`src/hpp_pkg.sv`:
```
// Package for the hex polynomial text parser: phase codes, status and kind
// codes, character constants, the result item type and the hex decoder.
// No dependencies.
package hpp_pkg;

  localparam int DEF_MAX_COEFFS = 32768;
  localparam int DEF_COEFF_BITS = 64;
  localparam int Q_DEPTH        = 4;

  typedef enum logic [2:0] {
    PH_COEFF_OR_END = 3'd0,
    PH_COEFF        = 3'd1,
    PH_CARET        = 3'd2,
    PH_POWER        = 3'd3,
    PH_PLUS         = 3'd4,
    PH_SPACE2       = 3'd5
  } phase_t;

  localparam logic [1:0] ST_OK        = 2'd0;
  localparam logic [1:0] ST_MALFORMED = 2'd1;
  localparam logic [1:0] ST_POWER     = 2'd2;
  localparam logic [1:0] ST_WIDE      = 2'd3;

  localparam logic KIND_TERM    = 1'b0;
  localparam logic KIND_SUMMARY = 1'b1;

  localparam logic [7:0] CH_X     = 8'h78;
  localparam logic [7:0] CH_CARET = 8'h5E;
  localparam logic [7:0] CH_PLUS  = 8'h2B;
  localparam logic [7:0] CH_SPACE = 8'h20;
  localparam logic [7:0] CH_0     = 8'h30;
  localparam logic [7:0] CH_9     = 8'h39;
  localparam logic [7:0] CH_UA    = 8'h41;
  localparam logic [7:0] CH_UF    = 8'h46;
  localparam logic [7:0] CH_LA    = 8'h61;
  localparam logic [7:0] CH_LF    = 8'h66;

  typedef struct packed {
    logic        kind;
    logic [14:0] term_power;
    logic [63:0] term_value;
    logic [15:0] poly_len;
    logic [1:0]  status;
    logic        last;
  } result_t;

  // bit 4: valid hex digit, bits 3:0: its value
  function automatic logic [4:0] hex_decode(input logic [7:0] c);
    logic [4:0] r;
    r = 5'd0;
    if (c >= CH_0 && c <= CH_9) begin
      r = {1'b1, 4'(c - CH_0)};
    end else if (c >= CH_UA && c <= CH_UF) begin
      r = {1'b1, 4'(c - CH_UA + 8'd10)};
    end else if (c >= CH_LA && c <= CH_LF) begin
      r = {1'b1, 4'(c - CH_LA + 8'd10)};
    end
    return r;
  endfunction

endpackage

```
`src/hex_polynomial_text_parser.sv`:
```
// Top level of the hex polynomial text parser: character decode, term and
// power accumulation, summary generation. Depends on hpp_pkg, hpp_out_fifo.
//
//   channel  dir  fields
//   s_*      in   tdata: text_char; tlast: end_mark
//   m_*      out  tdata: term_power, term_value, poly_len, status;
//                 tuser: kind; tlast: last
//
// One character per cycle while s_tready is high; each item is decoded in the cycle it is accepted.
// An end marker that closes a term whose coefficient fits yields two items,
// queued in a 4-entry result queue; s_tready drops only when fewer than two
// entries are free. Synchronous reset clears the parser state and empties the
// queue. Output stalls back up through the queue only.
module hex_polynomial_text_parser #(
  parameter int MAX_COEFFS = hpp_pkg::DEF_MAX_COEFFS,
  parameter int COEFF_BITS = hpp_pkg::DEF_COEFF_BITS
) (
  input  logic         clk,
  input  logic         rst,
  input  logic         s_tvalid,
  output logic         s_tready,
  input  logic [7:0]   s_tdata,   // text_char[7:0]
  input  logic         s_tlast,
  output logic         m_tvalid,
  input  logic         m_tready,
  output logic [103:0] m_tdata,   // term_power[14:0], term_value[78:15],
                                  // poly_len[94:79], status[96:95], zero pad
  output logic         m_tuser,   // kind
  output logic         m_tlast
);
  import hpp_pkg::*;

  localparam int PW = $clog2(MAX_COEFFS + 1);
  localparam logic [PW+3:0] MAX_V  = (PW + 4)'(MAX_COEFFS);
  localparam logic [PW-1:0] MAX_PW = PW'(MAX_COEFFS);

  phase_t                phase, phase_next;
  logic [COEFF_BITS-1:0] coeff_accum, coeff_accum_next;
  logic                  coeff_too_wide, coeff_too_wide_next;
  logic [PW-1:0]         power_accum, power_accum_next;
  logic                  power_saturated, power_saturated_next;
  logic [PW-1:0]         previous_power, previous_power_next;
  logic [PW-1:0]         first_count, first_count_next;
  logic                  seen_nonzero, seen_nonzero_next;
  logic [1:0]            error_code, error_code_next;

  logic       acc;
  logic       end_mark;
  logic [7:0] c;
  logic [4:0] hex;
  logic       is_dec;
  logic [3:0] dec_val;
  logic [PW+3:0] pw_mul;
  logic       do_close;
  logic [PW-1:0] close_pw;
  logic       close_sat;
  logic       close_bad;
  logic       close_ok;
  logic       term_emit;
  logic       seen_after;
  logic [PW-1:0] first_after;
  logic [1:0] end_err;
  logic [1:0] sum_status;
  result_t    term_res, sum_res, entry0;
  logic [1:0] push_n;
  logic       fifo_room;
  logic       fifo_ne;
  result_t    head;

  assign acc      = s_tvalid && s_tready;
  assign end_mark = s_tlast;
  assign c        = s_tdata;
  assign hex      = hex_decode(c);
  assign is_dec   = c >= CH_0 && c <= CH_9;
  assign dec_val  = 4'(c - CH_0);
  assign pw_mul   = ({4'd0, power_accum} << 3) + ({4'd0, power_accum} << 1)
                    + (PW + 4)'(dec_val);

  // term close decision
  always_comb begin
    close_pw  = power_accum;
    close_sat = power_saturated;
    do_close  = 1'b0;
    if (error_code == ST_OK) begin
      if (end_mark) begin
        if (phase == PH_COEFF) begin
          do_close  = 1'b1;
          close_pw  = '0;
          close_sat = 1'b0;
        end else if (phase == PH_POWER) begin
          do_close = 1'b1;
        end
      end else if (phase == PH_POWER && c == CH_SPACE) begin
        do_close = 1'b1;
      end
    end
    close_bad   = close_sat || close_pw >= previous_power;
    close_ok    = do_close && !close_bad;
    term_emit   = close_ok && !coeff_too_wide;
    seen_after  = seen_nonzero || (close_ok && coeff_accum != '0);
    first_after = (close_ok && first_count == '0) ? close_pw + PW'(1) : first_count;
    if (error_code != ST_OK) begin
      end_err = error_code;
    end else if (do_close && close_bad) begin
      end_err = ST_POWER;
    end else if (phase != PH_COEFF_OR_END && phase != PH_COEFF && phase != PH_POWER) begin
      end_err = ST_MALFORMED;
    end else begin
      end_err = ST_OK;
    end
    sum_status = (end_err != ST_OK) ? end_err : (coeff_too_wide ? ST_WIDE : ST_OK);
  end

  // next state
  always_comb begin
    phase_next           = phase;
    coeff_accum_next     = coeff_accum;
    coeff_too_wide_next  = coeff_too_wide;
    power_accum_next     = power_accum;
    power_saturated_next = power_saturated;
    previous_power_next  = previous_power;
    first_count_next     = first_count;
    seen_nonzero_next    = seen_nonzero;
    error_code_next      = error_code;
    if (end_mark) begin
      phase_next           = PH_COEFF_OR_END;
      coeff_accum_next     = '0;
      coeff_too_wide_next  = 1'b0;
      power_accum_next     = '0;
      power_saturated_next = 1'b0;
      previous_power_next  = MAX_PW;
      first_count_next     = '0;
      seen_nonzero_next    = 1'b0;
      error_code_next      = ST_OK;
    end else if (error_code == ST_OK) begin
      unique case (phase) inside
        PH_COEFF_OR_END, PH_COEFF: begin
          if (hex[4]) begin
            if (coeff_accum[COEFF_BITS-1 -: 4] != 4'd0) begin
              coeff_too_wide_next = 1'b1;
            end
            coeff_accum_next = {coeff_accum[COEFF_BITS-5:0], hex[3:0]};
            phase_next       = PH_COEFF;
          end else if (phase == PH_COEFF && c == CH_X) begin
            phase_next = PH_CARET;
          end else begin
            error_code_next = ST_MALFORMED;
          end
        end
        PH_CARET: begin
          if (c == CH_CARET) begin
            power_accum_next     = '0;
            power_saturated_next = 1'b0;
            phase_next           = PH_POWER;
          end else begin
            error_code_next = ST_MALFORMED;
          end
        end
        PH_POWER: begin
          if (is_dec) begin
            if (pw_mul > MAX_V) begin
              power_accum_next     = MAX_PW;
              power_saturated_next = 1'b1;
            end else begin
              power_accum_next = pw_mul[PW-1:0];
            end
          end else if (c == CH_SPACE) begin
            if (close_bad) begin
              error_code_next = ST_POWER;
            end else begin
              previous_power_next  = close_pw;
              first_count_next     = first_after;
              seen_nonzero_next    = seen_after;
              coeff_accum_next     = '0;
              power_accum_next     = '0;
              power_saturated_next = 1'b0;
              phase_next           = PH_PLUS;
            end
          end else begin
            error_code_next = ST_MALFORMED;
          end
        end
        PH_PLUS: begin
          if (c == CH_PLUS) begin
            phase_next = PH_SPACE2;
          end else begin
            error_code_next = ST_MALFORMED;
          end
        end
        PH_SPACE2: begin
          if (c == CH_SPACE) begin
            phase_next = PH_COEFF_OR_END;
          end else begin
            error_code_next = ST_MALFORMED;
          end
        end
        default: begin
          error_code_next = ST_MALFORMED;
        end
      endcase
    end
  end

  // result items
  always_comb begin
    term_res.kind        = KIND_TERM;
    term_res.term_power  = 15'(close_pw);
    term_res.term_value  = 64'(coeff_accum);
    term_res.poly_len    = 16'd0;
    term_res.status      = ST_OK;
    term_res.last        = !end_mark;
    sum_res.kind         = KIND_SUMMARY;
    sum_res.term_power   = 15'd0;
    sum_res.term_value   = 64'd0;
    sum_res.poly_len     = (sum_status == ST_OK && seen_after) ? 16'(first_after) : 16'd0;
    sum_res.status       = sum_status;
    sum_res.last         = 1'b1;
    entry0               = term_emit ? term_res : sum_res;
    push_n               = acc ? (2'(term_emit) + 2'(end_mark)) : 2'd0;
  end

  always_ff @(posedge clk) begin
    if (rst) begin
      phase           <= PH_COEFF_OR_END;
      coeff_accum     <= '0;
      coeff_too_wide  <= 1'b0;
      power_accum     <= '0;
      power_saturated <= 1'b0;
      previous_power  <= MAX_PW;
      first_count     <= '0;
      seen_nonzero    <= 1'b0;
      error_code      <= ST_OK;
    end else if (acc) begin
      phase           <= phase_next;
      coeff_accum     <= coeff_accum_next;
      coeff_too_wide  <= coeff_too_wide_next;
      power_accum     <= power_accum_next;
      power_saturated <= power_saturated_next;
      previous_power  <= previous_power_next;
      first_count     <= first_count_next;
      seen_nonzero    <= seen_nonzero_next;
      error_code      <= error_code_next;
    end
  end

  hpp_out_fifo u_out_fifo (
    .clk       (clk),
    .rst       (rst),
    .push_n    (push_n),
    .entry0    (entry0),
    .entry1    (sum_res),
    .pop       (m_tvalid && m_tready),
    .room      (fifo_room),
    .not_empty (fifo_ne),
    .head      (head)
  );

  assign s_tready = fifo_room;
  assign m_tvalid = fifo_ne;
  assign m_tdata  = {7'd0, head.status, head.poly_len, head.term_value, head.term_power};
  assign m_tuser  = head.kind;
  assign m_tlast  = head.last;

  a_end_resets: assert property (@(posedge clk) disable iff (rst)
    acc && s_tlast |=> phase == PH_COEFF_OR_END && error_code == ST_OK
                       && previous_power == MAX_PW && first_count == '0)
    else $error("parser state not cleared after end marker");

  a_no_term_after_error: assert property (@(posedge clk) disable iff (rst)
    acc && !s_tlast && error_code != ST_OK |-> push_n == 2'd0)
    else $error("item produced after an error");

  a_pair_only_at_end: assert property (@(posedge clk) disable iff (rst)
    push_n == 2'd2 |-> acc && s_tlast && term_emit)
    else $error("two results without end marker");

  a_prev_power_range: assert property (@(posedge clk) disable iff (rst)
    previous_power <= MAX_PW)
    else $error("previous power above limit");

endmodule

```
`src/hpp_out_fifo.sv`:
```
// Result queue of the hex polynomial text parser: takes up to two items per
// cycle and hands them out one at a time. Depends on hpp_pkg.
module hpp_out_fifo (
  input  logic              clk,
  input  logic              rst,
  input  logic [1:0]        push_n,
  input  hpp_pkg::result_t  entry0,
  input  hpp_pkg::result_t  entry1,
  input  logic              pop,
  output logic              room,
  output logic              not_empty,
  output hpp_pkg::result_t  head
);
  import hpp_pkg::*;

  localparam int PTR_W = $clog2(Q_DEPTH);
  localparam int CNT_W = $clog2(Q_DEPTH + 1);

  result_t            mem [Q_DEPTH];
  logic [PTR_W-1:0]   wr_ptr;
  logic [PTR_W-1:0]   rd_ptr;
  logic [CNT_W-1:0]   count;

  assign room      = count <= CNT_W'(Q_DEPTH - 2);
  assign not_empty = count != '0;
  assign head      = mem[rd_ptr];

  always_ff @(posedge clk) begin
    if (push_n != 2'd0) begin
      mem[wr_ptr] <= entry0;
    end
    if (push_n == 2'd2) begin
      mem[wr_ptr + PTR_W'(1)] <= entry1;
    end
  end

  always_ff @(posedge clk) begin
    if (rst) begin
      wr_ptr <= '0;
      rd_ptr <= '0;
      count  <= '0;
    end else begin
      wr_ptr <= wr_ptr + PTR_W'(push_n);
      rd_ptr <= rd_ptr + PTR_W'(pop);
      count  <= count + CNT_W'(push_n) - CNT_W'(pop);
    end
  end

endmodule
```
`config.mk`:
```
export PLATFORM = sky130hd
export DESIGN_NAME = hex_polynomial_text_parser
export DESIGN_NICKNAME = d
export VERILOG_FILES = /design/src/hpp_pkg.sv /design/src/hex_polynomial_text_parser.sv /design/src/hpp_out_fifo.sv
export SDC_FILE = /design/constraint.sdc
export NUM_CORES = 1
export LEC_CHECK = 0
export ABC_AREA = 1
export BUFFER_PORTS_ARGS = -buffer_cell sky130_fd_sc_hd__buf_2
export CELL_PAD_IN_SITES_DETAIL_PLACEMENT = 1
export CELL_PAD_IN_SITES_GLOBAL_PLACEMENT = 1
export CORE_UTILIZATION = 40
export DETAILED_ROUTE_END_ITERATION = 8
export PLACE_DENSITY = 0.74
export SYNTH_ARGS = -nofsm -noshare
export SYNTH_HDL_FRONTEND = slang
export SYNTH_SLANG_ARGS = --single-unit
export TNS_END_PERCENT = 100
```
`constraint.sdc`:
```
create_clock -name clk -period 3.9 [get_ports clk]
set_input_delay 0.195 -clock clk [delete_from_list [all_inputs] [get_ports clk]]
set_output_delay 0.195 -clock clk [all_outputs]
set_load 0.005 [all_outputs]
```
==> metrics.csv, run 1 <==
metric,value,unit
status,"complete, no violations",
min Tclk post-route,3.70,ns
Worst Hold Class,input port to flip-flop,
first-pass GRT wire length,129000,um
kind of critical path,flip-flop to flip-flop,
Crit path max-delay family,simple AND/OR/NAND/NOR gates,
Post-synth ARST share,0,
pins over their slew limit,0,
Max IR drop VDD,0.456,mV
Clock Pin Slew Worst Setup and Hold Paths,0.06,ns
clk root buf,clkbuf_16,
CP Data Arrival Time,4.03,ns
Levels on crit path,28,
most frequent cells in the layout,"665 x nand2_1, 447 x dfxtp_1, 356 x nor2_1",
DR WL/cell,21.2,um
Fin. Hold Viols,0,
Syn Area/Cell,7.59,um^2
CP Buf/Inv Count,10,
post-layout util,0.483,
DRC,0,
1st-iter DRT viols,1476,
Routed Wire Length,85000,um
max-cap violations,0,
initial core utilization,0.407,
largest area contributor in the netlist,dfxtp_1,
relative slew slack,0.361,
Hold Path Stages,2,
slowest CP cell,dfxtp_1,
I/O pin cnt,121,
CP Launch Type,flip-flop,
Max Fclk,271,MHz
worst-path fanout max,8,
CTS buffer count,56,
Core ar.,58000,um^2
Setup Skew,0.0403,ns
register bit total from synthesis,523,
top post-synthesis cells by area,"dfxtp_1 38%, nand2_1 11%, edfxtp_1 9.2%, o21ai_1 6.7%, nor2_1 5.9%",
die footprint,59900,um^2
Placer Congestion,0.823,
clk sink count,523,
PortBufs,113,
Fin Setup TNS,0,ns
Synth Flop Type,dfxtp_1,
nets@finish,3282,
vias in the first global route,23500,
TritonCTS clock tree,built,
total gr overflow,0,
setup violators final,0,
die width,245,um
First-pass DRT Iterations,5,
Worst-Margin Slew,0.959,ns
via count,22500,
H-tree depth,2,
"EDFF count, synth",72,
Die H,245,um
critical path data required time,4.24,ns
R2R depth,28,
Yosys top cell area share,0.383,
pin count of the biggest net entering global routing,80,
Total GRT Usage,0.269,
Post-Synthesis Cells,3107,
Antenna diodes,0,
"Distinct cells, synth",50,
sequential fraction of the synthesis area,0.474,
Final Cycle Share,0.948,
Core Rows,88,
DP Wirelength,51100,um
power per cell area,576,nW/um^2
drt via density,5.60,
CTS Buffer Depth,3,
Synth Cell Area,23600,um^2
Worst path max stage delay,0.32,ns
Layout area overhead,18.7,%
antenna-violating nets left,0,
Pleak,11.0,nW
fin cells,4015,
"Warnings, synthesis",0,
Worst-Skew Late Latency,0.63,ns
"most common cell after layout, fill and taps aside",nand2_1,
critical path endpoint category,flip-flop,
initial antenna violation count,1,
share of cells above drive strength 1,0.136,
dpl cells,3880,
[final timing paths]
check                                      startpoint               endpoint  slack (ns)
worst min-delay path                              rst   u_out_fifo.wr_ptr[0]        0.19
worst max register to register          error_code[0]  u_out_fifo.mem[1][16]        0.20
worst min register to register  u_out_fifo.mem[3][98]  u_out_fifo.mem[3][98]        0.45
worst max-delay path                    error_code[0]  u_out_fifo.mem[1][16]        0.20
[power by group]
| part | switching, W | internal (W) | total (W) | leakage (nW) |
|---|---|---|---|---|
| Clock | 0.00227 | 0.00315 | 0.00542 | 0.919 |
| Sequential | 0.000337 | 0.00577 | 0.00610 | 4.31 |
| Combinational | 0.00301 | 0.00160 | 0.00461 | 5.73 |
| Total | 0.00562 | 0.0105 | 0.0161 | 11.0 |
[metal layers]
metal,GRT usage,vias up,wire (um)
met5,0,-,0
met2,0.490,466,43300
met3,0.0270,129,3140
met1,0.329,11200,36000
li1,-,10600,-
met4,0.0882,0,2570
[worst register-to-register path, delay by kind of cell (launching register included)]
kind                     cells  cell delay [ns]
AO/OA/AOI/OAI                1             0.22
adder cells (fa/ha/maj)      2             0.44
buffers and inverters       10             0.94
flip-flops                   1             0.32
AND/OR/NAND/NOR             15             1.50
[cell type report]
| class | count | area, um^2 |
|---|---|---|
| sequential | 523 | 11200 |
| clock inverter | 25 | 284 |
| multi-input combinational | 2224 | 11200 |
| inverter | 165 | 644 |
| clock buffer | 75 | 1570 |
| fill | 7049 | 30000 |
| timing repair buffer | 238 | 2180 |
| tap | 765 | 957 |
[per-stage QoR]
step                      setup WS [ns]  hold WS, ns  total power [W]  cell area, um^2
after floorplan                  0.0193        0.361          0.00866            23700
after global placement         -0.00977        0.435           0.0104            25400
after detailed placement         -0.208        0.446           0.0105            25400
after CTS                       0.00152        0.143           0.0160            27500
after global routing            -0.0288        0.208           0.0169            28000
final                             0.204        0.186           0.0161            28000
[cells in the mapped netlist (17+ instances only)]
library cell	count
inv_1	147
nand4_1	33
o22ai_1	99
inv_2	17
o21ai_1	318
edfxtp_1	72
o21ai_0	218
nand3_1	58
buf_2	29
nor4_1	20
dfxtp_1	451
a21oi_1	207
ha_1	58
clkbuf_1	145
buf_4	24
nor3_1	73
nor2_1	368
nand2_1	670
[kinds of logic after synthesis]
kind of cell,synth area share
compound gates,0.195
xor+xnor,0.00668
fa+ha+maj,0.0333
buf+inv,0.0644
flops,0.474
other cells,0.000159
simple gates,0.226
[repair_timing]
item | in CTS | in global routing
gates cloned | 2 | 15
hold endpoints to repair | 1 | 0
setup endpoints to repair | 439 | 469
pin swaps | 11 | 14
resized for setup | 12 | 42
buffers inserted | 13 | 7
hold buffers | 1 | 0
[state kept, by name, summed over array words and instances, names as in the netlist]
register	cells
error_code	2
u_out_fifo.count	3
coeff_accum	64
u_out_fifo.wr_ptr	2
u_out_fifo.rd_ptr	2
power_saturated	1
u_out_fifo.mem	396
power_accum	16
phase	3
previous_power	16
coeff_too_wide	1
first_count	16
seen_nonzero	1
No activity file was read; power rests on OpenSTA's default activity.
==> run 2, diff against run 1 <==
--- a/config.mk
+++ b/config.mk
@@ -10,6 +10,7 @@
 export CELL_PAD_IN_SITES_DETAIL_PLACEMENT = 1
 export CELL_PAD_IN_SITES_GLOBAL_PLACEMENT = 1
 export CORE_UTILIZATION = 40
+export CTS_BUF_LIST = sky130_fd_sc_hd__clkbuf_8
 export DETAILED_ROUTE_END_ITERATION = 8
 export PLACE_DENSITY = 0.74
 export SYNTH_ARGS = -nofsm -noshare
==> run 2 against run 1 <==
  * Cell area decreased by 0.44%
  * First-iteration DRC count fell by 0.47%
  * Count of clock-buffer cells in the layout rose by 33
  * Sequential power barely moved
  * Non-clock buffer count shrank 5
  * Combinational power about the same
  * Clock skew rose by 0.023 ns
  * Utilization down 0.21 points
  * Critical path depth unchanged
  * Critical path type unchanged
==> metrics.csv, run 2 (synthesis results as in run 1) <==
metric,value,unit,change
Pleak,11.0,nW,+0.76%
Post-DP Area,25400,um^2,unchanged
met2 routed WL,42800,um,-1.0%
max-cap violations,0,,unchanged
status,"complete, no violations",,
critical path data required time,4.34,ns,+0.10 ns
setup violators final,0,,unchanged
kind of critical path,flip-flop to flip-flop,,
Core ar.,58000,um^2,unchanged
power per cell area,564,nW/um^2,-2.1%
Highest Signal Layer,met4,,
Worst path max stage delay,0.32,ns,about the same
Placer Congestion,0.823,,unchanged
die footprint,59900,um^2,unchanged
design area,27900,um^2,-0.44%
"most common cell after layout, fill and taps aside",nand2_1,,
Flop pwr share,0.388,,+0.010
Total GRT Usage,0.270,,+0.00138
Fin. Hold Viols,0,,unchanged
nets@finish,3314,,+0.98%
max reg flops,396,,unchanged
Worst-Margin Slew,0.979,ns,+0.0199 ns
net switching power,0.00569,W,+1.3%
M1 WL,35100,um,-2.5%
Logic pwr share,0.292,,+0.006
critical path endpoint category,flip-flop,,
TritonCTS clock tree,built,,
R2R Path Start,error_code[1],,
post-layout util,0.481,,-0.00213
Routed Wire Length,84500,um,-0.61%
DRC,0,,unchanged
die width,245,um,unchanged
switching share of power,0.362,,+0.0136
Worst setup startpoint,error_code[1],,
internal power,0.0100,W,-4.5%
R2R depth,28,,unchanged
Final Cycle Share,0.964,,+0.0161
CP dominant cell by count,nor2_4,,
fin cells,4075,,+1.5%
worst-path fanout max,9,,+1
share of cells above drive strength 1,0.143,,+0.00699
CP Data Arrival Time,4.19,ns,+0.16 ns
met3 wire length,3730,um,+19%
Core Rows,88,,unchanged
initial core utilization,0.407,,unchanged
most frequent cells in the layout,"665 x nand2_1, 447 x dfxtp_1, 358 x nor2_1",,
Setup Skew,0.0634,ns,+0.0231 ns
antenna-violating nets left,0,,unchanged
min Tclk post-route,3.76,ns,+0.0627 ns
DP Wirelength,51100,um,unchanged
Layout area overhead,18.2,%,
Top reg by flops,u_out_fifo.mem,,
I/O pin cnt,121,,unchanged
pin count of the biggest net entering global routing,80,,unchanged
slowest CP cell,dfxtp_1,,
Die H,245,um,unchanged
pins over their slew limit,0,,unchanged
dpl cells,3880,,unchanged
relative slew slack,0.348,,-0.0132
CTS buffer count,93,,+66%
first-pass GRT wire length,129000,um,-0.11%
clk root buf,clkbuf_8,,
Top Registers,"u_out_fifo.mem (396), coeff_accum (64)",,
initial antenna violation count,2,,+1
WHS,0.0653,ns,-0.120 ns
Max Fclk,266,MHz,-1.7%
Clock Pin Slew Worst Setup and Hold Paths,0.06,ns,about the same
H-tree depth,3,,+1
vias in the first global route,23700,,+0.80%
Worst Hold Class,input port to flip-flop,,
1st-iter DRT viols,1469,,-0.47%
via count,22600,,+0.53%
critical hold path startpoint,s_tdata[3],,
Max IR drop VDD,0.299,mV,-34%
clk sink count,523,,unchanged
total gr overflow,0,,unchanged
drt via density,5.54,,-0.95%
CP Launch Type,flip-flop,,
CTS Buffer Depth,3,,unchanged
clock power share,0.320,,-0.016
Final Worst Setup Slack,0.141,ns,-0.0627 ns
First-pass DRT Iterations,5,,unchanged
DR WL/cell,20.7,um,-2.1%
PortBufs,113,,unchanged
dpl ws,-0.208,ns,unchanged
Worst-Skew Late Latency,0.71,ns,+0.08 ns
Hold Path Stages,4,,+2
-- run 2: cell type report --
cell class	count	area, um^2
Antenna cell	2	5.00
Fill cell	7125	30100
Clock buffer	108	1490
Tap cell	765	957
Sequential cell	523	11200
Timing Repair Buffer	233	2110
Inverter	165	644
Multi-Input combinational cell	2224	11200
Clock inverter	55	329
-- run 2: layer usage --
| layer | track usage | up-vias |
|---|---|---|
| met5 | 0 | - |
| met4 | 0.0982 | 0 |
| met3 | 0.0418 | 156 |
| met2 | 0.484 | 546 |
| met1 | 0.325 | 11200 |
| li1 | - | 10700 |
-- run 2: worst max-delay path, delay by kind of cell, from the launching register on --
kind                     cells  cell delay (ns)
flip-flops                   1             0.32
adder cells (fa/ha/maj)      2             0.50
AO/OA/AOI/OAI                1             0.12
buffers and inverters        9             0.95
AND/OR/NAND/NOR             16             1.59
-- run 2: per-stage QoR --
stage               setup TNS (ns)  power (W)
floorplan                        0    0.00866
finish                           0     0.0157
global placement            -0.240     0.0104
CTS                              0     0.0156
detailed placement          -32.27     0.0105
global route                 -2.58     0.0165
-- run 2: path summary, 6_finish.rpt --
check / slack [ns] / to
setup reg to reg: 0.14 / u_out_fifo.mem[1][2]
setup / recovery: 0.14 / u_out_fifo.mem[1][2]
hold reg to reg: 0.45 / u_out_fifo.mem[2][40]
hold / removal: 0.07 / coeff_accum[3]
-- run 2: power by group through the flow --
stage,Sequential [W],Combinational (W),Clock (W)
floorplan,0.00605,0.00261,0
CTS,0.00609,0.00442,0.00513
global placement,0.00618,0.00418,0
global route,0.00613,0.00499,0.00539
detailed placement,0.00620,0.00429,0
finish,0.00610,0.00459,0.00503
-- run 2: timing repair --
| item | CTS | global route |
|---|---|---|
| setup endpoints to repair | 386 | 467 |
| resized for setup | 8 | 33 |
| pin swaps | 4 | 16 |
| endpoints found under the hold margin | 1 | 0 |
| cloned | 3 | 13 |
| buffers inserted | 8 | 6 |
| hold buffers | 1 | 0 |
